$ cat src/hw/rtl/jsi_pkg.sv
`default_nettype none
package jsi_pkg;

    localparam int JOINTS_DEF = 6;
    localparam int MAX_JOINTS = 6;

    localparam int VAL_W   = 32;
    localparam int SEQ_W   = 32;
    localparam int MAG_W   = 31;
    localparam int MASK_W  = 6;
    localparam int PROD_W  = 2 * VAL_W;
    localparam int SHIFT   = 16;
    localparam int CFG_IDX_W = 2;
    localparam int CFG_DATA_W = 32;

    localparam logic [MAG_W-1:0]         DEADBAND_RST    = '0;
    localparam logic signed [VAL_W-1:0]  SCALE_RST       = 32'sd65536;
    localparam logic [MAG_W-1:0]         MAX_STEP_RST    = 31'd65536;
    localparam logic [MASK_W-1:0]        NEGATE_MASK_RST = '0;

    typedef enum logic [1:0] {
        REQ_UPDATE = 2'd0,
        REQ_START  = 2'd1,
        REQ_CLEAR  = 2'd2
    } req_t;

    typedef enum logic [CFG_IDX_W-1:0] {
        CFG_DEADBAND    = 2'd0,
        CFG_SCALE       = 2'd1,
        CFG_MAX_STEP    = 2'd2,
        CFG_NEGATE_MASK = 2'd3
    } cfg_idx_t;

    // what the session logic tells every target register
    typedef struct packed {
        logic load;
        logic clear;
        logic apply;
    } cmd_t;

    typedef struct packed {
        logic applied;
        logic consumed;
        logic cmpl_edge;
    } flags_t;

endpackage
`default_nettype wire

$ cat src/hw/rtl/jsi_lane.sv
`default_nettype none
// Per-joint increment path: multiply and deadband compare, then floor shift, direction and clamp.
module jsi_lane (
    input  wire logic                                aclk,
    input  wire logic                                en1,
    input  wire logic                                en2,
    input  wire logic signed [jsi_pkg::VAL_W-1:0]    value,
    input  wire logic signed [jsi_pkg::VAL_W-1:0]    scale,
    input  wire logic [jsi_pkg::MAG_W-1:0]           deadband,
    input  wire logic [jsi_pkg::MAG_W-1:0]           max_step,
    input  wire logic                                negate,
    output logic signed [jsi_pkg::VAL_W-1:0]         value_s2,
    output logic signed [jsi_pkg::VAL_W-1:0]         step_s2,
    output logic                                     active_s2
);
    localparam int VW = jsi_pkg::VAL_W;
    localparam int PW = jsi_pkg::PROD_W;
    localparam int SW = PW - jsi_pkg::SHIFT + 1;

    logic signed [VW-1:0] value_reg;
    logic signed [PW-1:0] prod_reg;
    logic                 above_reg;
    logic signed [VW-1:0] step_reg;
    logic                 active_reg;
    logic signed [VW-1:0] value2_reg;

    logic [VW-1:0]        mag;
    logic signed [PW-1:0] prod_next;
    logic signed [SW-1:0] shifted;
    logic signed [SW-1:0] dir;
    logic signed [SW-1:0] lim;
    logic signed [SW-1:0] clamped;

    always_comb begin
        mag       = value[VW-1] ? (~value + 1'b1) : value;
        prod_next = value * scale;
        // arithmetic shift of the full product floors towards minus infinity
        shifted   = {prod_reg[PW-1], prod_reg[PW-1:jsi_pkg::SHIFT]};
        dir       = negate ? -shifted : shifted;
        lim       = $signed({{(SW-jsi_pkg::MAG_W){1'b0}}, max_step});
        if (dir > lim) begin
            clamped = lim;
        end else if (dir < -lim) begin
            clamped = -lim;
        end else begin
            clamped = dir;
        end
    end

    always_ff @(posedge aclk) begin
        if (en1) begin
            value_reg <= value;
            prod_reg  <= prod_next;
            above_reg <= mag > {1'b0, deadband};
        end
        if (en2) begin
            value2_reg <= value_reg;
            step_reg   <= clamped[VW-1:0];
            active_reg <= above_reg;
        end
    end

    assign value_s2  = value2_reg;
    assign step_s2   = step_reg;
    assign active_s2 = active_reg;

endmodule
`default_nettype wire

$ cat config.mk
export PLATFORM = sky130hd
export DESIGN_NAME = jsi_lane
export DESIGN_NICKNAME = d
export VERILOG_FILES = /design/src/hw/rtl/jsi_pkg.sv /design/src/hw/rtl/jsi_lane.sv
export SDC_FILE = /design/constraint.sdc
export NUM_CORES = 2
export LEC_CHECK = 0
export BUFFER_PORTS_ARGS = -buffer_cell sky130_fd_sc_hd__clkbuf_2
export CORE_MARGIN = 2
export CORE_UTILIZATION = 55
export CTS_CLUSTER_DIAMETER = 120
export CTS_CLUSTER_SIZE = 8
export DETAILED_ROUTE_END_ITERATION = 12
export PLACE_DENSITY_LB_ADDON = 0.1
export RECOVER_POWER = 100
export SETUP_SLACK_MARGIN = 0.4
export SLEW_MARGIN = 20
export SYNTH_ARGS = -nofsm -noshare
export SYNTH_HDL_FRONTEND = slang
export SYNTH_SLANG_ARGS = --single-unit
$ cat constraint.sdc
create_clock -name aclk -period 22.3 [get_ports aclk]
set_clock_uncertainty 0.1 [all_clocks]
set_input_delay 3.345 -clock aclk [delete_from_list [all_inputs] [get_ports aclk]]
set_output_delay 3.345 -clock aclk [all_outputs]
set_load 0.05 [all_outputs]
# After elaboration in Yosys (flattened, before gate mapping)
# Cells that the tools add are included.
# W data, S select, Z words.
[classes]
add_sub_neg = 3
n_mul = 1
n_lt_le_gt_ge = 3
n_mux = 4
n_bitwise = 1
[ops]
columns = ["op", "count"]
rows = [
  ["$mul A32 B32 Y64", 1],
  ["$mux W32", 2],
  ["$gt A49 B32 Y1", 1],
  ["$lt A49 B49 Y1", 1],
  ["$mux W49", 1],
  ["$neg A31 Y49", 1],
  ["$neg A48 Y49", 1],
  ["$add A32 B1 Y32 const B", 1],
  ["$gt A32 B31 Y1", 1],
  ["$not A32 Y32", 1],
  ["$mux W31", 1],
]
[word_totals]
reg_bits = 162
in_bits = 130
out_inout_bits = 65
word_cells = 19

# Logic depth before layout (Yosys ltp)
[logic_depth]
depth_word = 5
mapped_depth = 29
mapped_depth_nobuf = 26

# Least setup slack after synthesis
# Ideal clock, no wire load.
[synth_path]
path_type = "in2reg"
start = "input value[31] (netlist name)"
end = "register prod_reg[60] (data pin)"
setup_ns = 0.259
t_arrival_ns = 10.938
t_required_ns = 21.941
path_slack_ns = 11.003
cell_stages = 26
path_buffers = 2
cell_sequence = "clkbuf_1 -> buf_1 -> nand2_1 -> inv_1 -> fa_1 -> fa_1 -> fa_1 -> inv_1 -> fa_1 -> inv_1 -> fa_1 -> fa_1 -> inv_1 -> fa_1 -> inv_1 -> fa_1 -> ha_1 -> a21oi_1 -> o21ai_0 -> a21o_1 -> a21o_1 -> a21oi_1 -> o31ai_1 -> a21oi_1 -> nor4b_1 -> a211o_1"
[synth_between]
elab_chain_len = 1
[synth_rtl]
columns = ["item", "line_no", "rtl"]
rows = [
  ["start, declared", "jsi_lane.sv:7", "input wire logic signed [jsi_pkg::VAL_W-1:0] value,"],
  ["$mul A32 B32 Y64", "jsi_lane.sv:36", "prod_next = value * scale;"],
  ["via prod_next[60]", "jsi_lane.sv:28", "logic signed [PW-1:0] prod_next;"],
  ["end signal, assigned", "jsi_lane.sv:53", "prod_reg <= prod_next;"],
  ["end, declared", "jsi_lane.sv:21", "logic signed [PW-1:0] prod_reg;"],
]
# The timed path passes the listed nets, and every way through them passes these cells.
# A chain may end at the register's enable or synchronous reset.

# Final worst setup path
# Same ends and word-level chain as after synthesis.

==> results.cfg <==
[floorplanning]
initial_core_util_pct = 55.5
die_y_microns = 294
die_area_sq_um = 86600
num_rows = 106
dieWidth_microns = 294
coreArea_sq_um = 83600
io_pins = 195

[yosys]
ys_warn_count = 0
synth_cell_types = 76
ys_seq_area_share_pct = 9.46
synth_area_leaders = fa_1 47%, edfxtp_1 9.5%, inv_1 8.5%, ha_1 7.9%, and2_1 7.0%
synthArstFlopShare_pct = 0
synth-edff-count = 146
syn_avg_cell_area_sq_um = 9.62
ys_seq_elements = 146
syn-cell-area_sq_um = 46300
synthCells = 4820
yosys.area.top_type = fa_1
ys.flop_type = edfxtp_1
synth_nets = 6324
yosys.area.top_type_share_pct = 46.7

[worst_setup_path]
cp-end-kind = flop
start_kind = input port
crit_type = input port to flop
cp_max_fo = 65
arrival_ps = 13400
required_ps = 22430

[job]
max_cap_violations = 31

[cells_and_area]
largest_reg_flops = 48
fillers = 7501
layout-drive-gt1-share_pct = 4.31
multi_input_area_sq_um = 37100
finalNetCount = 6337
layout_common_cells = 1081 x fa_1, 1054 x inv_1, 572 x nand2_1
sequential_cell_area_sq_um = 4380
final_common_cell = fa_1
area_growth_pct = 4.64

[place]
place_congestion = 0.876
port_buffers = 194
dp_hpwl_mm = 94.8

[sta]
setup_viol = 0
maxClockFrequency_ghz = 0.0754
slew-limit-headroom_pct = -130
worstMarginPinSlew_ps = 3450
fin_crit_ps = 13270
fin_crit_sh_pct = 59.5
finalHoldViolations = 0
totalNegativeSetupSlack_ps = 0
slew_violations = 1236
rsz0062_at_grt = no

[status]
violations = capacitance limit, slew limit
outcome = finished, violations left

[clock_network]
cts-root-buf = clkbuf_16
cts_tree = done
clock_latency_ps = 490
clk_pin_slew_worst_paths_ps = 70
hold_buffers = 0
post_cts_buffers = 0
clk_path_buf_depth = 2
numCtsBuffers = 17
clock_sinks = 146
postCtsResizedCells = 0
h-tree-depth = 4

[route]
finalWirelength_mm = 124
ant_nets = 0
drc = 0
routed_via_density = 5.54
wl_per_cell_microns = 20.9
vias = 32800
drt_iter0_markers = 1980
firstDrtPassIters = 5

[grt]
grtUsageTotal_pct = 30.5
grt_pass1_vias = 35500
antenna_found_initial = 8
grt-ovfl-total = 0
grt_pass1_wl_mm = 201
grt_max_degree = 66

[min_path]
hp-class = flop to flop
[final timing paths]
check | depth (start not counted) | to | slack (ps) | startpoint
worst max register to register | 16 | step_s2[0] | 14950 | prod_reg[18]
worst max-delay path | 28 | prod_reg[60] | 9030 | value[31]
worst min register to register | 0 | value_s2[18] | 320 | value_reg[18]
worst min-delay path | 0 | value_s2[18] | 320 | value_reg[18]
[cells in the mapped netlist, types with 15 or more instances]
master and n:
a211oi_1 15, o31ai_1 28, inv_1 1054, clkbuf_1 234, xor2_1 26, xnor2_1 134, edfxtp_1 146, a21o_1 56
nand3_1 43, nor4_1 17, o21ai_0 77, nand4_1 35, mux2i_1 42, a21oi_1 89, nand2_1 572, ha_1 293
nor2_1 64, nor2b_1 39, nand2b_1 21, fa_1 1081, nor3_1 33, and2_1 520
[metal layers]
metal / GRT usage (%) / part of all wire [%] / vias up
met1: 42.9 / 43 / 16700
met3: 7.75 / 9.3 / 179
met2: 47.4 / 45 / 1333
met5: 0 / 0.023 / -
li1: - / - / 14600
met4: 7.90 / 2.3 / 4
[worst max-delay path: stages]
cell      delay (ps)
clkbuf_2          70
clkbuf_1        2060
nand2_1          470
inv_1            210
fa_1             400
inv_1            240
fa_1             460
inv_1            210
fa_1             490
inv_1             90
fa_1             520
inv_1            500
fa_1             560
fa_1             540
inv_1             50
fa_1             470
inv_1             50
fa_1             460
ha_1             370
a21oi_1          220
o21ai_0          160
a21o_1           200
a21o_1           170
a21oi_1          160
o31ai_1           90
a21oi_1          420
nor4b_1          120
a211o_1          250
[per-stage QoR]
step	utilization [%]	hold WS [ps]	setup slack (ps)	instances	cell area [sq um]
4_1_cts	58.3	321	10920	5926	48700
3_3_place_gp	57.6	301	10500	5894	48100
2_1_floorplan	-	300	11000	4820	46300
5_1_grt	58.0	324	8310	5926	48500
3_5_place_dp	57.6	305	10420	5894	48100
6_report	58.0	320	9030	5929	48500
[logic make-up (layout without fill, tap and decap cells)]
kind of cell	Yosys count	count (layout)	synth area share [%]
AO/OA/AOI/OAI	366	366	5.42
XOR/XNOR	160	160	3.02
adder cells (fa/ha/maj)	1374	1374	54.6
buffers and inverters	1302	1328	10.6
flip-flops	146	146	9.46
multiplexers	49	49	1.08
other	0	3	0
AND/OR/NAND/NOR	1423	1423	15.8
[cell type report]
class	count	area share, %
Antenna cell	3	0.0155
Clock buffer	17	0.877
Clock inverter	15	0.366
Inverter	1054	8.16
Multi-Input combinational cell	3372	76.4
Sequential cell	146	9.04
Tap cell	1080	2.79
Timing Repair Buffer	242	2.33
Power is not shown: default switching activity piles up to over one toggle a cycle in this logic, so the estimate is an artifact.
