File: src/hw/rtl/jsi_pkg.sv
`default_nettype none
package jsi_pkg;

    localparam int JOINTS_DEF = 6;
    localparam int MAX_JOINTS = 6;

    localparam int VAL_W   = 32;
    localparam int SEQ_W   = 32;
    localparam int MAG_W   = 31;
    localparam int MASK_W  = 6;
    localparam int PROD_W  = 2 * VAL_W;
    localparam int SHIFT   = 16;
    localparam int CFG_IDX_W = 2;
    localparam int CFG_DATA_W = 32;

    localparam logic [MAG_W-1:0]         DEADBAND_RST    = '0;
    localparam logic signed [VAL_W-1:0]  SCALE_RST       = 32'sd65536;
    localparam logic [MAG_W-1:0]         MAX_STEP_RST    = 31'd65536;
    localparam logic [MASK_W-1:0]        NEGATE_MASK_RST = '0;

    typedef enum logic [1:0] {
        REQ_UPDATE = 2'd0,
        REQ_START  = 2'd1,
        REQ_CLEAR  = 2'd2
    } req_t;

    typedef enum logic [CFG_IDX_W-1:0] {
        CFG_DEADBAND    = 2'd0,
        CFG_SCALE       = 2'd1,
        CFG_MAX_STEP    = 2'd2,
        CFG_NEGATE_MASK = 2'd3
    } cfg_idx_t;

    // what the session logic tells every target register
    typedef struct packed {
        logic load;
        logic clear;
        logic apply;
    } cmd_t;

    typedef struct packed {
        logic applied;
        logic consumed;
        logic cmpl_edge;
    } flags_t;

endpackage
`default_nettype wire

File: src/hw/rtl/jsi_target.sv
`default_nettype none
// Target position of one joint: load, clear or saturating accumulate.
module jsi_target (
    input  wire logic                                aclk,
    input  wire logic                                aresetn,
    input  wire logic                                en,
    input  wire jsi_pkg::cmd_t                       cmd,
    input  wire logic signed [jsi_pkg::VAL_W-1:0]    value,
    input  wire logic signed [jsi_pkg::VAL_W-1:0]    step,
    input  wire logic                                active,
    output logic signed [jsi_pkg::VAL_W-1:0]         target
);
    localparam int VW = jsi_pkg::VAL_W;

    logic signed [VW-1:0] target_reg;
    logic signed [VW-1:0] target_next;
    logic signed [VW:0]   sum;

    always_comb begin
        sum         = {target_reg[VW-1], target_reg} + {step[VW-1], step};
        target_next = target_reg;
        if (cmd.load) begin
            target_next = value;
        end else if (cmd.clear) begin
            target_next = '0;
        end else if (cmd.apply && active) begin
            if (sum[VW] != sum[VW-1]) begin
                target_next = sum[VW] ? {1'b1, {(VW-1){1'b0}}} : {1'b0, {(VW-1){1'b1}}};
            end else begin
                target_next = sum[VW-1:0];
            end
        end
    end

    always_ff @(posedge aclk) begin
        if (!aresetn) begin
            target_reg <= '0;
        end else if (en) begin
            target_reg <= target_next;
        end
    end

    assign target = target_reg;

endmodule
`default_nettype wire

File: config.mk
export PLATFORM = sky130hd
export DESIGN_NAME = jsi_target
export DESIGN_NICKNAME = d
export VERILOG_FILES = /design/src/hw/rtl/jsi_pkg.sv /design/src/hw/rtl/jsi_target.sv
export SDC_FILE = /design/constraint.sdc
export NUM_CORES = 1
export LEC_CHECK = 0
export BUFFER_PORTS_ARGS = -buffer_cell sky130_fd_sc_hd__buf_2
export CORE_MARGIN = 2
export CORE_UTILIZATION = 54
export DETAILED_ROUTE_END_ITERATION = 12
export GPL_TIMING_DRIVEN = 0
export PLACE_DENSITY = 0.82
export SLEW_MARGIN = 20
export SYNTH_ARGS = -nofsm -noshare
export SYNTH_HDL_FRONTEND = slang
export SYNTH_SLANG_ARGS = --single-unit
File: constraint.sdc
create_clock -name aclk -period 3.74 [get_ports aclk]
set_input_delay 0 -clock aclk [delete_from_list [all_inputs] [get_ports aclk]]
set_output_delay 0 -clock aclk [all_outputs]
set_load 0.02 [all_outputs]
# After elaboration in Yosys (flattened, before gate mapping)
# Index checks and enable logic that the tools add are counted.
# word_totals
reg_bits	32
latchBits	0
ram_bits	0
romBits	0
inputBits	71
n_memories	0
# op_classes
n_addsub	1
n_mul	0
div	0
n_lt_le_gt_ge	0
n_eq_ne	1
shift	0
mux	5
n_bitwise	0
reduce_logical	3
# op_table
op	count
2-to-1 mux 32 bit	5
adder 32 x 32 -> 33 bit	1
nonzero test 3 bit	1
AND reduction 2 bit	1
logical AND 1 bit	1
!= test 1 bit	1

# Depth between registers and ports, before layout
# Gate-level depths: netlist of run 1.
# depth
depth_word	6
mapped_depth	12
mapped_depth_nobuf	10

# Least setup slack after synthesis of run 1
# OpenSTA, ideal clock, no wires.
# synth_timing
path_type	register -> register
start	register target_reg[0] (netlist: target[0])
end	register target_reg[5] (netlist: target[5])
setup_ps	122
arrival_ps	2626
required_time_ps	3618
slack_ps	993
path_stages_with_launch	13
synth_period_minus_slack_ps	2747
path_cell_list	dfxtp_1 -> ha_1 -> fa_1 -> a211oi_1 -> o211ai_2 -> nand2_2 -> o41ai_4 -> o41ai_4 -> a32oi_2 -> buf_6 -> buf_8 -> o211ai_2 -> a21oi_2
# synth_between
elab_chain_cells	6
word_cells_on_any_way	7
cone_classes	add/sub: 1; eq/ne: 1; mux: 5
# synth_lines
element	line	rtl
from (decl)	jsi_target.sv:15	logic signed [VW-1:0] target_reg;
from (signal assigned)	jsi_target.sv:39	target_reg <= target_next;
adder 32 x 32 -> 33 bit *	jsi_target.sv:20	sum = {target_reg[VW-1], target_reg} + {step[VW-1], step};
2-to-1 mux 32 bit / != test 1 bit (equally long branches)	jsi_target.sv:28, jsi_target.sv:27	
2-to-1 mux 32 bit *	jsi_target.sv:27	if (sum[VW] != sum[VW-1]) begin
2-to-1 mux 32 bit *	jsi_target.sv:26	end else if (cmd.apply && active) begin
2-to-1 mux 32 bit *	jsi_target.sv:24	end else if (cmd.clear) begin
2-to-1 mux 32 bit *	jsi_target.sv:22	if (cmd.load) begin
# Mark *: on every way between the ends. The rest lies on a longest branch, timed or not. The select of a mux whose other input is x is not followed.
# A chain may end at the register's enable or synchronous reset.

# Worst setup path in the final report of run 1
# layout_timing
start	register target_reg[0] (netlist: target[0])
end	register target_reg[30] (netlist: target[30])
# Same word-level chain as after synthesis.

==> results of run 1 <==
==> layout make-up <==
class,instances,share of cell area
multi-input cells,408,0.628
flip-flops and latches,32,0.140
repair buffers,115,0.140
plain buffers,30,0.0433
well taps,80,0.0219
clock buffers,7,0.0211
inverters,6,0.00493
==> layout by cell type (no fill, tap or decap), types with 13 or more instances in the layout <==
master	netlist	routed
o211ai_2	23	23
ha_1	32	32
dfxtp_1	32	32
clkbuf_1	13	13
o21ai_0	46	46
nand2_1	40	40
nor2_1	24	24
xnor2_1	19	19
buf_2	5	107
dlygate4sd3_1	0	13
a21oi_1	76	76
a21oi_2	15	15
==> metal layers <==
layer,vias to the layer above,wire length (um),track usage,share of wire
met5,-,0,0,0
met4,0,250,0.0825,0.021
met3,25,735,0.0464,0.061
met2,186,5850,0.536,0.48
met1,1989,5270,0.422,0.44
li1,2056,-,-,-
==> power by group <==
group | switching (mW) | internal (mW) | total (mW)
Combinational | 0.438 | 0.290 | 0.728
Clock | 0.141 | 0.164 | 0.306
Sequential | 0.0274 | 0.370 | 0.398
Total | 0.607 | 0.825 | 1.43
==> synthesized netlist by cell type, drive strengths merged (3+ instances only) <==
library cell	count	area, um2
o22ai	3	18.8
nand4	7	43.8
inv	6	22.5
a21oi	91	512
xor2	6	52.6
nor2b	5	31.3
nor2	24	90.1
nand3	10	50.1
a31oi	4	25.0
and3	5	36.3
buf	17	149
clkbuf	13	48.8
o211ai	29	333
o21ai	54	274
o41ai	4	72.6
a211oi	7	72.6
nor3	8	40.0
a21o	12	90.1
and2	3	21.3
xnor2	20	183
dfxtp	32	641
o21a	3	22.5
or3	7	43.8
nand2	42	163
a21boi	4	30.0
o31ai	3	22.5
ha	32	400
==> metrics by stage <==
| stage | power (mW) | area, um2 | setup WS [ps] |
|---|---|---|---|
| 2_1_floorplan | 0.913 | 3730 | 993 |
| 3_3_place_gp | 1.08 | 4340 | 813 |
| 3_5_place_dp | 1.10 | 4340 | 771 |
| 4_1_cts | 1.41 | 4560 | 696 |
| 5_1_grt | 1.51 | 4570 | 523 |
| 6_report | 1.43 | 4570 | 725 |
==> kinds of logic after synthesis <==
logic type               synth area share
buffers and inverters              0.0590
flip-flops                          0.172
AND/OR/NAND/NOR                     0.155
AO/OA/AOI/OAI                       0.439
adder cells (fa/ha/maj)             0.113
XOR/XNOR                           0.0630
==> what timing repair did <==
action                                 4_1_cts  5_1_grt
endpoints found under the hold margin       12        1
setup buffers                                0        0
gates resized for setup                      0        0
hold buffers                                12        1
==> tightest hold or removal path: cells and delay by family <==
family | cells | cell delay, ps
AO/OA/AOI/OAI | 2 | 170
buffers and inverters | 1 | 80
==> final timing paths <==
path	startpoint	slack, ps	endpoint	cells past startpoint
max	target[0]$_SDFFE_PN0P_	730	target[30]$_SDFFE_PN0P_	11
min	value[25]	-6	target[25]$_SDFFE_PN0P_	3
max reg2reg	target[0]$_SDFFE_PN0P_	730	target[30]$_SDFFE_PN0P_	11
min reg2reg	target[29]$_SDFFE_PN0P_	570	target[29]$_SDFFE_PN0P_	2
==> flow_summary.toml, run 1 <==
[routing]
drtIter0Drc = 268
viasPerCell = 6.28
wl_per_cell_um = 17.9
drt-pass1-iter-count = 5
finalWirelength_um = 12100
antenna_left = 0
drc = 0
vias = 4256

[setup_path]
crit_required_ps = 3930
cp_common_cell = "o41ai_4"
crit_path_start_kind = "flop"
cp_top_family = "compound AO/OA/AOI/OAI gates"
worstPathCellList = "ha_1 > fa_1 > a211oi_1 > o211ai_2 > nand2_2 > o41ai_4 > o41ai_4 > xnor2_2 > buf_6 > nor2_1 > o31ai_1"
critical-path-slowest-cell = "fa_1"
worstSetupPathType = "reg -> reg"
critPathMaxFanout = 10
crit_path_max_incr_delay_ps = 450
cp.arrival_ps = 3210
cp-end-kind = "flop"
crit_buf_inv = 1

[global_routing]
grt_start_max_net_pins = 11
antenna_found_initial = 0
grt_pass1_wl_um = 19100
overflow = 0
grt.total_usage = 0.317
grt_pass1_vias = 3959

[logic_synthesis]
yosys_most_used_dff = "dfxtp_1"
syn_nets = 580
syn_inst = 476
syn_avg_cell_area_um2 = 7.84
syn_area_mm2 = 0.00373
ys_types = 62
synth_edf_count = 0
seq_area_frac_synth = 0.172
yosys_warnings = 0
synth-seq-cells = 32
async_flop_share = 0

[floorplan]
ios = 103
die_area_mm2 = 0.00759
start_util = 0.552
rows = 30
chipHeight_um = 87.1
core_area_mm2 = 0.00676
die_width_um = 87.1

[layout]
nets = 702
fillers = 586
final_cells = 678
regArea_um2 = 641
fin_util = 0.676
syn_to_final_growth_pct = 22.4
drive_gt1_frac = 0.304
diodes = 0
multi_input_area_mm2 = 0.00287
largest_reg_flops = 32

[timing]
hold_viol = 5
fin_worst_skew_ps = 7.47
fin_crit_sh = 0.806
finalMaxSlewViolations = 0
tightest_slew_ps = 683
holdWs_ps = -5.68
max_freq_mhz = 332
rsz0062_at_grt = "no"
tns_ps = 0
finalSetupViolations = 0
maxSlewHeadroom = 0.540
fin_crit_ps = 3010

[place]
portBuffers = 102
finalWeightedCongestion = 0.892
dpl.hpwl_um = 9110
dp.cells = 658

[outcome]
status = "finished, violations left"
violations = "hold timing"

[clock_network]
clkSinkCount = 32
cts_buffers = 5
tritoncts = "yes"
clk_latency_ps = 290
htreeDepth = 2
clk_pin_slew_ps = 70
cts-root-buf = "clkbuf_8"
cts.path.max_buffers = 2

[pwr]
power_leakage_nw = 2.11
peakVddDrop_v = 0.000200
power_density_mw_per_mm2 = 313

[hold_path]
min_path_type = "in -> reg"

[run]
cap_violations = 0
Note: power is estimated with default switching activity, not from simulation.
==> inputs of run 2 (changes only) <==
--- a/config.mk
+++ b/config.mk
@@ -7,10 +7,10 @@
 export LEC_CHECK = 0
 export BUFFER_PORTS_ARGS = -buffer_cell sky130_fd_sc_hd__buf_2
 export CORE_MARGIN = 2
-export CORE_UTILIZATION = 54
+export CORE_UTILIZATION = 49
 export DETAILED_ROUTE_END_ITERATION = 12
 export GPL_TIMING_DRIVEN = 0
-export PLACE_DENSITY = 0.82
+export PLACE_DENSITY = 0.79
 export SLEW_MARGIN = 20
 export SYNTH_ARGS = -nofsm -noshare
 export SYNTH_HDL_FRONTEND = slang
==> constraint.sdc (replaced) <==
create_clock -name aclk -period 2.6 [get_ports aclk]
set_input_delay 0 -clock aclk [delete_from_list [all_inputs] [get_ports aclk]]
set_output_delay 0 -clock aclk [all_outputs]
set_load 0.02 [all_outputs]
==> run 2 against run 1 <==
Effect of this change: the run ends with setup timing left; via count grew 8.7%; first-iteration DRC count grew 44%; clock skew grew 1.8 ps; flip-flop and latch count is the same; clock-buffer cell count is the same; critical path depth is the same; sequential power grew 47%; largest power group unchanged; clock power grew 78%; largest cell class unchanged; combinational power grew 81%; setup slack lost 850 ps; critical path type unchanged; routed wire length grew 16%; power grew 71%.
==> flow_summary.toml, run 2 (synthesized netlist as in run 1, its figures left out) <==
[outcome]
status = "finished, violations left"
violations = "setup timing"

[global_routing]
grt_pass1_wl_um = 20400
antenna_found_initial = 0
grt_start_max_net_pins = 11
overflow = 0
grt.total_usage = 0.300
grt_pass1_vias = 4342

[layout]
drive_gt1_frac = 0.435
nets = 742
fillers = 510
largest_reg_flops = 32
final_cell_mix = "107 x buf_2, 68 x a21oi_1, 42 x o21ai_0"
fin_area_mm2 = 0.00547
fin_util = 0.746
final_common_cell = "buf_2"
diodes = 0
syn_to_final_growth_pct = 46.6

[pwr]
switchingPower_mw = 0.988
internal_power_mw = 1.46
peakVddDrop_v = 0.000330
sw_frac_of_total = 0.403
seq_power_share = 0.239
p_comb_frac = 0.538
power_leakage_nw = 2.36
power_frac_clock = 0.222
power_density_mw_per_mm2 = 448

[setup_path]
worstSetupPathType = "reg -> reg"
cp-startpoint = "target[15]$_SDFFE_PN0P_"
rrSetupSlack_ps = -120
cp-end-kind = "flop"
crit_required_ps = 2840
cp.arrival_ps = 2960
critPathMaxFanout = 6
r2r_start = "target[15]$_SDFFE_PN0P_"
crit_path_start_kind = "flop"

[floorplan]
core_area_mm2 = 0.00733
chipHeight_um = 91.3
die_area_mm2 = 0.00833
die_width_um = 91.3
rows = 31
ios = 103
start_util = 0.509

[routing]
finalWirelength_um = 14000
vias = 4626
wl_per_cell_um = 19.0
viasPerCell = 6.27
drt-pass1-iter-count = 5
drc = 0
drtIter0Drc = 387
antenna_left = 0

[run]
cap_violations = 0

[timing]
tightest_slew_ps = 578
tns_ps = -2640
finalMaxSlewViolations = 0
rsz0062_at_grt = "yes"
worst_slack_ps = -122
fin_crit_sh = 1.05
hold_viol = 0
holdWs_ps = 0.0232
finalSetupViolations = 31
fin_worst_skew_ps = 9.32
maxSlewHeadroom = 0.609
fin_crit_ps = 2720
max_freq_mhz = 367

[clock_network]
clk_pin_slew_ps = 80
clkSinkCount = 32
tritoncts = "yes"
clk_latency_ps = 290
cts_buffers = 5
cts.path.max_buffers = 2
cts-root-buf = "clkbuf_8"
htreeDepth = 2

[place]
finalWeightedCongestion = 0.918
place_area_mm2 = 0.00438
portBuffers = 102
dpl.hpwl_um = 9220

[hold_path]
holdCritStartpoint = "value[15]"
min_path_type = "in -> reg"
run 2: worst max-delay path: stages (launching register included):
cell	delay [ps]
dfxtp_2	340
ha_1	290
buf_6	140
nand4_1	210
o41ai_4	540
o41ai_4	90
buf_4	170
a32oi_2	290
buf_6	200
clkbuf_16	160
o211ai_2	100
a21oi_2	150
run 2: layer usage:
layer / GRT usage / part of all wire
met2: 0.518 / 0.49
met1: 0.373 / 0.41
met5: 0 / 0
met3: 0.0398 / 0.069
met4: 0.130 / 0.038
run 2: power groups by stage:
stage	registers [mW]	clock network (mW)	logic, mW
floorplan	0.623	0	0.694
global placement	0.580	0	0.985
detailed placement	0.582	0	1.00
global route	0.590	0.567	1.40
finish	0.586	0.545	1.32
CTS	0.576	0.546	1.15
run 2: area by class of cell:
| class | instances | area [um2] | share of cell area |
|---|---|---|---|
| repair buffers | 157 | 1030 | 0.188 |
| multi-input cells | 408 | 3300 | 0.604 |
| inverters | 6 | 22.5 | 0.00412 |
| clock inverters | 1 | 30.0 | 0.00549 |
| flip-flops and latches | 32 | 661 | 0.121 |
| well taps | 99 | 124 | 0.0226 |
| clock buffers | 7 | 96.3 | 0.0176 |
| plain buffers | 28 | 208 | 0.0380 |
run 2: through the flow:
stage,cells,setup slack [ps],power (mW)
after CTS,723,-33.2,2.28
after global placement,677,-159,1.57
after detailed placement,677,-198,1.58
after floorplan,476,28.3,1.32
final,738,-122,2.45
after global routing,738,-198,2.56
run 2: path summary, 6_finish.rpt:
kind,to,depth (start not counted)
worst max-delay path,target[12]$_SDFFE_PN0P_,11
worst min-delay path,target[15]$_SDFFE_PN0P_,3
worst max register to register,target[12]$_SDFFE_PN0P_,11
worst min register to register,target[15]$_SDFFE_PN0P_,2
run 2: what timing repair did:
action / CTS / global route
pin swaps: 8 / 16
endpoints found under the setup margin: 31 / 31
hold buffers: 18 / 0
hold endpoints to repair: 18 / 0
gates resized for setup: 46 / 50
buffers inserted: 17 / 13
cloned: 3 / 4
