<file path="config.mk">
export PLATFORM = sky130hd
export DESIGN_NAME = jsi_ctrl
export DESIGN_NICKNAME = d
export VERILOG_FILES = /design/src/hw/rtl/jsi_pkg.sv /design/src/hw/rtl/jsi_ctrl.sv
export SDC_FILE = /design/constraint.sdc
export NUM_CORES = 1
export LEC_CHECK = 0
export ABC_AREA = 1
export BUFFER_PORTS_ARGS = -buffer_cell sky130_fd_sc_hd__buf_2
export CORE_ASPECT_RATIO = 1.4
export CORE_MARGIN = 3
export CORE_UTILIZATION = 35
export DETAILED_ROUTE_END_ITERATION = 6
export PLACE_DENSITY = 0.56
export SETUP_SLACK_MARGIN = 0.3
export SLEW_MARGIN = 20
export SYNTH_ARGS = -nofsm -noshare
export SYNTH_HDL_FRONTEND = slang
export SYNTH_SLANG_ARGS = --single-unit
</file>
<file path="constraint.sdc">
create_clock -name aclk -period 3.18 [get_ports aclk]
set_input_delay 0.636 -clock aclk [delete_from_list [all_inputs] [get_ports aclk]]
set_output_delay 0.636 -clock aclk [all_outputs]
set_load 0.05 [all_outputs]
</file>
<file path="src/hw/rtl/jsi_pkg.sv">
`default_nettype none
package jsi_pkg;

    localparam int JOINTS_DEF = 6;
    localparam int MAX_JOINTS = 6;

    localparam int VAL_W   = 32;
    localparam int SEQ_W   = 32;
    localparam int MAG_W   = 31;
    localparam int MASK_W  = 6;
    localparam int PROD_W  = 2 * VAL_W;
    localparam int SHIFT   = 16;
    localparam int CFG_IDX_W = 2;
    localparam int CFG_DATA_W = 32;

    localparam logic [MAG_W-1:0]         DEADBAND_RST    = '0;
    localparam logic signed [VAL_W-1:0]  SCALE_RST       = 32'sd65536;
    localparam logic [MAG_W-1:0]         MAX_STEP_RST    = 31'd65536;
    localparam logic [MASK_W-1:0]        NEGATE_MASK_RST = '0;

    typedef enum logic [1:0] {
        REQ_UPDATE = 2'd0,
        REQ_START  = 2'd1,
        REQ_CLEAR  = 2'd2
    } req_t;

    typedef enum logic [CFG_IDX_W-1:0] {
        CFG_DEADBAND    = 2'd0,
        CFG_SCALE       = 2'd1,
        CFG_MAX_STEP    = 2'd2,
        CFG_NEGATE_MASK = 2'd3
    } cfg_idx_t;

    // what the session logic tells every target register
    typedef struct packed {
        logic load;
        logic clear;
        logic apply;
    } cmd_t;

    typedef struct packed {
        logic applied;
        logic consumed;
        logic cmpl_edge;
    } flags_t;

endpackage
`default_nettype wire

</file>
<file path="src/hw/rtl/jsi_ctrl.sv">
`default_nettype none
// Session state and the gates of an update; one decision per step.
module jsi_ctrl (
    input  wire logic                          aclk,
    input  wire logic                          aresetn,
    input  wire logic                          en,
    input  wire logic [1:0]                    req_type,
    input  wire logic [jsi_pkg::SEQ_W-1:0]     sample_seq,
    input  wire logic [jsi_pkg::SEQ_W-1:0]     completion_seq,
    input  wire logic                          sample_valid,
    output jsi_pkg::cmd_t                      cmd,
    output jsi_pkg::flags_t                    flags
);
    logic                        active_reg;
    logic                        active_next;
    logic [jsi_pkg::SEQ_W-1:0]   last_seq_reg;
    logic [jsi_pkg::SEQ_W-1:0]   last_seq_next;
    logic [jsi_pkg::SEQ_W-1:0]   base_reg;
    logic [jsi_pkg::SEQ_W-1:0]   base_next;
    jsi_pkg::flags_t             flags_reg;
    jsi_pkg::flags_t             flags_next;

    always_comb begin
        active_next   = active_reg;
        last_seq_next = last_seq_reg;
        base_next     = base_reg;
        flags_next    = '0;
        cmd           = '0;
        case (req_type)
            jsi_pkg::REQ_START: begin
                cmd.load      = 1'b1;
                last_seq_next = sample_seq;
                base_next     = completion_seq;
                active_next   = 1'b1;
            end
            jsi_pkg::REQ_CLEAR: begin
                cmd.clear     = 1'b1;
                last_seq_next = '0;
                base_next     = '0;
                active_next   = 1'b0;
            end
            jsi_pkg::REQ_UPDATE: begin
                if (active_reg) begin
                    if (completion_seq > base_reg) begin
                        flags_next.cmpl_edge = 1'b1;
                    end else if (sample_seq != last_seq_reg) begin
                        last_seq_next       = sample_seq;
                        flags_next.consumed = 1'b1;
                        flags_next.applied  = sample_valid;
                        cmd.apply           = sample_valid;
                    end
                end
            end
            default: begin
            end
        endcase
        if (!en) begin
            cmd = '0;
        end
    end

    always_ff @(posedge aclk) begin
        if (!aresetn) begin
            active_reg   <= 1'b0;
            last_seq_reg <= '0;
            base_reg     <= '0;
        end else if (en) begin
            active_reg   <= active_next;
            last_seq_reg <= last_seq_next;
            base_reg     <= base_next;
        end
    end

    always_ff @(posedge aclk) begin
        if (en) begin
            flags_reg <= flags_next;
        end
    end

    assign flags = flags_reg;

endmodule
`default_nettype wire

</file>
Word-level counts from Yosys, hierarchy flattened

Cells that the tools add are included.

Magnitude comparators: 1
Eq/ne operators: 6
Mux-type cells: 15
Bitwise logic cells: 3
Reduce and logical (&&, ||, !) cells: 8

Operator list:

| operator             | number |
|---|---|
| $mux W32             | 3 |
| $pmux W32 S3         | 1 |
| $pmux W32 S2         | 1 |
| $gt A32 B32 Y1       | 1 |
| $ne A32 B32 Y1       | 1 |
| $mux W1              | 8 |
| $ne A2 B2 Y1 const B | 3 |
| $reduce_and A5 Y1    | 1 |
| $reduce_and A2 Y1    | 2 |
| $reduce_or A4 Y1     | 1 |
| $mux W3              | 1 |
| $not A1 Y1           | 3 |
| $reduce_bool A3 Y1   | 1 |
| $reduce_or A3 Y1     | 1 |
| $eq A2 B1 Y1 const B | 1 |
| $eq A2 B2 Y1 const B | 1 |
| $logic_not A2 Y1     | 1 |
| $pmux W1 S2          | 1 |
| $reduce_bool A2 Y1   | 1 |

Flip-flop bits (word level): 68
Bits of input ports: 70
Output and inout bits: 6
Word-level logic and storage cells: 39

Depth between registers and ports, before layout

Gate-level depths: netlist of the first run.

Depth after elaboration: 6
Gate-level depth with buffers: 20
Gate-level depth less buffers: 19

Worst setup path before layout of the first run

Ideal clock, no wire load.

Path type: input to output
Start: input port completion_seq[7] in the netlist's numbering
End: output port cmd[0] in the netlist's numbering
Data arrival time: 2.745 ns
Slack: -0.201 ns
Stages on the path: 11
Buffers on the path: 0
Cells stage by stage: ha_1 a21o_1 nor2_1 nand2_1 nand2_1 nand2_1 nand2_1 nand2_1 nand2_2 nand2_1 nor3b_1

RTL lines:

| element            | RTL line       | source |
|---|---|---|
| start: declaration | jsi_ctrl.sv:9  | `input wire logic [jsi_pkg::SEQ_W-1:0] completion_seq,` |
| end: declaration   | jsi_ctrl.sv:11 | `output jsi_pkg::cmd_t cmd,` |

==> impl_metrics.py, run 1 <==
metrics = {
    "cts": {
        "root_buffer": "clkbuf_16",
        "path_clk_slew_ns": 0.05,
        "cts_max_level": 3,
        "cts_tree": "yes",
        "clock_sinks": 68,
        "clk_path_buf_depth": 2,
        "numCtsBuffers": 9,
        "clock_latency_ns": 0.33,
    },
    "route": {
        "wl_met1_um": 4280,
        "dr.pass1.iters": 4,
        "top_layer": "met4",
        "wl_met3_um": 404,
        "wl_per_cell_um": 12.4,
        "drtIter0Drc": 91,
        "vias": 3719,
        "antenna_left": 0,
        "drt-total-wl_um": 9960,
        "routed-wl-met2_um": 5140,
        "drcViolationCount": 0,
        "via_per_inst": 4.64,
    },
    "global_routing": {
        "antenna_found_initial": 0,
        "grt_pass1_vias": 3647,
        "grt_usage_pct": 15.2,
        "grt_pass1_wl_um": 16400,
        "grt_start_max_net_pins": 35,
        "grt-ovfl-total": 0,
    },
    "yosys": {
        "synth_top_area_cell": "dfxtp_1",
        "yosysWarnings": 0,
        "synth_cells": 587,
        "async_reset_ff_share_pct": 0,
        "ys_ff_latch": 68,
        "synth_edf_count": 3,
        "yosys.area.top_type_share_pct": 31.8,
        "ys_seq_area_share_pct": 34.0,
        "synth_area_um2": 4090,
        "synth_cell_type_count": 29,
        "synthTopCellsByArea": "dfxtp_1 32%, nand2_1 18%, ha_1 11%",
        "synth_flop_cell": "dfxtp_1",
        "synth_top_cells_by_count": "193 x nand2_1, 78 x nor2_1, 65 x dfxtp_1",
        "synth.most_common_cell": "nand2_1",
        "avgSynthCellArea_um2": 6.97,
        "syn_nets": 692,
    },
    "placement": {
        "portBuffers": 75,
        "dp_hpwl_um": 6700,
        "dpl_cell_area_um2": 4590,
        "place_congestion": 0.776,
    },
    "sta": {
        "drv_slew": 0,
        "final.period_utilization_pct": 88.0,
        "finalHoldViolCount": 0,
        "worst_slew_pin_slew_ns": 0.727,
        "setup_viol": 0,
        "min_period_ns": 2.80,
        "finalSetupTns_ns": 0,
        "clock.fmax_ghz": 0.357,
        "rsz0062_at_grt": "true",
        "skew_ns": 0.00815,
        "maxSlewHeadroom_pct": 51.5,
    },
    "floorplan": {
        "start_util_pct": 35.9,
        "chipHeight_um": 134,
        "ios": 76,
        "die_w_um": 97.4,
        "coreArea_um2": 11400,
        "rows": 46,
        "die-area_um2": 13000,
    },
    "power_and_ir_drop": {
        "p_leak_uw": 0.00237,
        "p_total_uw": 2310,
        "power_density_nw_per_um2": 445,
        "peakVddDrop_mv": 0.223,
    },
    "finish": {
        "drive_gt1_share_pct": 23.4,
        "final_util_pct": 45.6,
        "antennaDiodeCount": 0,
        "multi_input_area_um2": 2690,
        "area_growth_pct": 27.0,
        "nFillCells": 1204,
        "seqCellArea_um2": 1400,
        "fin_nets": 759,
        "postLayoutCellArea_um2": 5200,
    },
    "critical_path": {
        "timing.reg2reg.setup_slack_ns": 0.94,
        "crit_path_max_fanout": 3,
        "critical_path_buf_inv_count": 2,
        "arrival_ns": 2.16,
        "crit_path_end_kind": "primary output",
        "critPathRequiredTime_ns": 2.54,
        "critPathTopFamily": "simple AND/OR/NAND/NOR gates",
        "crit_chain": "buf_4 > ha_4 > a21oi_2 > nor2_1 > nor2_1 > nand3_2 > a21oi_2 > nand2_2 > nand2_4 > nand2_4 > nor3b_4 > buf_6",
        "path_class": "in -> out",
        "start_kind": "input port",
        "max_stage_delay_ns": 0.21,
        "cpMaxStageDelayCell": "ha_4",
    },
    "min_path": {
        "hold_class": "reg -> reg",
    },
    "status": {
        "outcome": "finished, final reports clean",
    },
    "flow_run": {
        "max_cap_violations": 0,
    },
}
==> path summary, 6_finish.rpt <==
path / start / cells after the start / endpoint
max: completion_seq[21] / 12 / cmd[0]
min: base_reg[17]$_SDFFE_PN0P_ / 2 / base_reg[17]$_SDFFE_PN0P_
min reg2reg: base_reg[17]$_SDFFE_PN0P_ / 2 / base_reg[17]$_SDFFE_PN0P_
max reg2reg: base_reg[21]$_SDFFE_PN0P_ / 13 / last_seq_reg[17]$_SDFFE_PN0P_
==> worst register-to-register path, stage by stage (launching register included) <==
cell and delay (ns):
dfxtp_2 0.33, inv_2 0.04, ha_4 0.23, a21oi_2 0.12
nor2_1 0.05, nor2_1 0.12, nand3_2 0.08, a21oi_2 0.17
nand2_2 0.08, nand2_4 0.11, nand3_4 0.23, buf_4 0.31
a21boi_0 0.21, nor2_1 0.07
==> final cells by class <==
class | count | area share, %
sequential | 68 | 26.9
clock inverter | 2 | 0.241
clock buffer | 13 | 4.82
multi-input combinational | 441 | 51.7
tap | 144 | 3.47
inverter | 51 | 3.68
timing repair buffer | 83 | 9.17
==> cell families after synthesis <==
| logic type | synth area share, % |
|---|---|
| and+or+nand+nor | 30.8 |
| buffers and inverters | 7.80 |
| AOI/OAI and AO/OA | 10.0 |
| DFF | 34.0 |
| adders and majority gates | 10.7 |
| xor gates and xnor gates | 6.63 |
==> cells in the final DEF, fill, tap and decap left out, drive strengths merged <==
cell type / instances
a21boi: 20
a21o: 1
a21oi: 47
buf: 83
clkbuf: 13
clkinv: 1
clkinvlp: 1
dfxtp: 65
edfxtp: 3
ha: 35
inv: 51
nand2: 196
nand3: 4
nand3b: 20
nand4: 3
nor2: 79
nor3b: 1
o21a: 1
o21ai: 2
or2: 1
xnor2: 4
xor2: 27
==> through the flow <==
| step | cells | hold WS (ns) | setup WS [ns] |
|---|---|---|---|
| finish | 802 | 0.460 | 0.383 |
| global route | 802 | 0.481 | 0.268 |
| CTS | 800 | 0.466 | 0.305 |
| detailed placement | 785 | 0.457 | 0.118 |
| global placement | 785 | 0.452 | 0.115 |
| floorplan | 587 | 0.445 | 0.436 |
==> per-layer routing <==
| metal | track usage, % | vias up |
|---|---|---|
| met2 | 27.1 | 53 |
| met1 | 17.7 | 1691 |
| met3 | 4.06 | 10 |
| li1 | - | 1965 |
| met4 | 4.85 | 0 |
| met5 | 0 | - |
==> power breakdown <==
group          switching [uW]  internal, uW  leakage (uW)
Combinational             260           210       0.00168
Clock                     350           544      0.000126
Sequential               30.7           916      0.000565
Total                     641          1670       0.00237
==> timing repair <==
item | CTS | global route
hold buffers | 0 | 0
endpoints found under the setup margin | 1 | 1
setup buffers | 0 | 2
resized for setup | 6 | 61
pin swaps | 0 | 27
gates cloned | 0 | 0
No activity file was read; power rests on OpenSTA's default activity.
==> run 2, diff against run 1 <==
--- a/config.mk
+++ b/config.mk
@@ -8,10 +8,11 @@
 export ABC_AREA = 1
 export BUFFER_PORTS_ARGS = -buffer_cell sky130_fd_sc_hd__buf_2
 export CORE_ASPECT_RATIO = 1.4
-export CORE_MARGIN = 3
 export CORE_UTILIZATION = 35
 export DETAILED_ROUTE_END_ITERATION = 6
+export GPL_TIMING_DRIVEN = 0
 export PLACE_DENSITY = 0.56
+export REMOVE_ABC_BUFFERS = 1
 export SETUP_SLACK_MARGIN = 0.3
 export SLEW_MARGIN = 20
 export SYNTH_ARGS = -nofsm -noshare
==> impl_metrics.py, run 2 (synthesized netlist as in run 1, its figures left out) <==
metrics = {
    "status": {
        "outcome": "finished, final reports clean",
    },
    "route": {
        "vias": 3711,
        "wl_per_cell_um": 11.7,
        "dr.pass1.iters": 4,
        "via_per_inst": 4.65,
        "drtIter0Drc": 76,
        "drt-total-wl_um": 9340,
        "antenna_left": 0,
        "drcViolationCount": 0,
    },
    "power_and_ir_drop": {
        "peakVddDrop_mv": 0.250,
        "p_total_uw": 2490,
        "power_density_nw_per_um2": 500,
        "p_leak_uw": 0.00235,
    },
    "floorplan": {
        "ios": 76,
        "die_w_um": 93.4,
        "start_util_pct": 36.1,
        "rows": 46,
        "die-area_um2": 12100,
        "coreArea_um2": 11300,
        "chipHeight_um": 130,
    },
    "finish": {
        "area_growth_pct": 21.6,
        "final_common_cell": "nand2_1",
        "drive_gt1_share_pct": 17.3,
        "multi_input_area_um2": 2460,
        "nFillCells": 1164,
        "antennaDiodeCount": 0,
        "seqCellArea_um2": 1390,
        "fin_nets": 754,
        "most-common-layout-cells": "191 x nand2_1, 76 x nor2_1, 74 x buf_2",
        "instances_no_fill": 798,
    },
    "flow_run": {
        "max_cap_violations": 0,
    },
    "global_routing": {
        "grt-ovfl-total": 0,
        "grt_start_max_net_pins": 44,
        "grt_pass1_wl_um": 15300,
        "antenna_found_initial": 0,
        "grt_usage_pct": 16.0,
        "grt_pass1_vias": 3511,
    },
    "min_path": {
        "hold_start": "base_reg[24]$_SDFFE_PN0P_",
        "hold_depth": 2,
        "whs_endpoint": "base_reg[24]$_SDFFE_PN0P_",
        "hold_class": "reg -> reg",
    },
    "sta": {
        "final.period_utilization_pct": 89.3,
        "maxSlewHeadroom_pct": 31.5,
        "worst_slew_pin_slew_ns": 1.03,
        "drv_slew": 0,
        "rsz0062_at_grt": "true",
        "setup_viol": 0,
        "skew_ns": 0.00448,
        "finalHoldViolCount": 0,
        "fin_hold_ws_ns": 0.461,
        "min_period_ns": 2.84,
        "clock.fmax_ghz": 0.352,
    },
    "critical_path": {
        "path_class": "in -> out",
        "start_kind": "input port",
        "r2r_cells": 15,
        "crit_path_max_fanout": 2,
        "timing.reg2reg.setup_slack_ns": 0.59,
        "critPathRequiredTime_ns": 2.54,
        "rr_endpoint": "last_seq_reg[31]$_SDFFE_PN0P_",
        "arrival_ns": 2.20,
        "crit-reg2reg-launch": "base_reg[21]$_SDFFE_PN0P_",
        "crit_path_end_kind": "primary output",
    },
    "cts": {
        "root_buffer": "clkbuf_16",
        "path_clk_slew_ns": 0.05,
        "clock_latency_ns": 0.33,
        "clock_sinks": 68,
        "hold_buffers": 0,
        "cts_tree": "yes",
        "cts_max_level": 3,
        "numCtsBuffers": 9,
        "clk_path_buf_depth": 2,
    },
    "placement": {
        "dp_hpwl_um": 6320,
        "portBuffers": 75,
        "place_congestion": 0.734,
        "dp_cells": 780,
    },
}
-- run 2: cell types whose count changed in the layout (fill, tap and decap cells not counted), sizes merged --
cell and delta:
clkbuf -1, clkinv +1, buf -5, clkinvlp -1
bufinv +2
-- run 2: per-layer routing --
metal | vias to the layer above | wire length [um] | global-route usage (%)
met3 | 17 | 516 | 3.96
met2 | 68 | 4530 | 28.9
met5 | - | 0 | 0
met1 | 1664 | 4090 | 17.2
li1 | 1962 | - | -
met4 | 0 | 206 | 8.05
-- run 2: layout make-up --
type / count / area share [%]
sequential: 68 / 28.0
tap: 144 / 3.62
multi-input combinational: 441 / 49.4
clock buffer: 12 / 5.36
inverter: 51 / 3.85
clock inverter: 4 / 1.41
timing repair buffer: 78 / 8.38
-- run 2: through the flow --
step / cell area, um2 / util [%] / TNS (ns) / setup slack [ns]
after detailed placement: 4550 / 40.1 / 0 / 0.0732
after global routing: 4970 / 43.9 / 0 / 0.243
final: 4970 / 43.9 / 0 / 0.341
after global placement: 4520 / 39.9 / -26.31 / -0.677
after CTS: 4950 / 43.6 / 0 / 0.303
after floorplan: 3970 / - / -0.201 / -0.201
-- run 2: how the worst max path moves through the flow --
stage	startpoint	end	slack, ns	depth (start not counted)
after floorplan	completion_seq[7]	cmd[0]	-0.20	11
after global placement	req_type[0]	base_reg[15]$_SDFFE_PN0P_	-0.68	7
after detailed placement	req_type[0]	last_seq_reg[12]$_SDFFE_PN0P_	0.07	9
after CTS	completion_seq[23]	cmd[0]	0.30	12
after global routing	completion_seq[13]	cmd[0]	0.24	12
final	completion_seq[21]	cmd[0]	0.34	12
-- run 2: worst max-delay path, stage by stage --
cell and delay (ns):
buf_2 0.12, ha_4 0.23, a21oi_1 0.15, nor2_1 0.05, nor2_1 0.13, nand3_2 0.09, a21oi_2 0.17, nand2_1 0.08
nand2_2 0.09, nand2_2 0.06, nor3b_2 0.19, buf_6 0.19
-- run 2: timing repair --
action                     4_1_cts  5_1_grt
gates cloned                     0        0
pin swaps                        8        5
buffers inserted                 2        0
setup endpoints to repair        1       12
resized for setup                8        6
-- run 2: power breakdown --
part / switching [uW] / internal [uW] / total [uW]
Sequential: 29.6 / 915 / 944
Combinational: 239 / 182 / 422
Clock: 373 / 748 / 1120
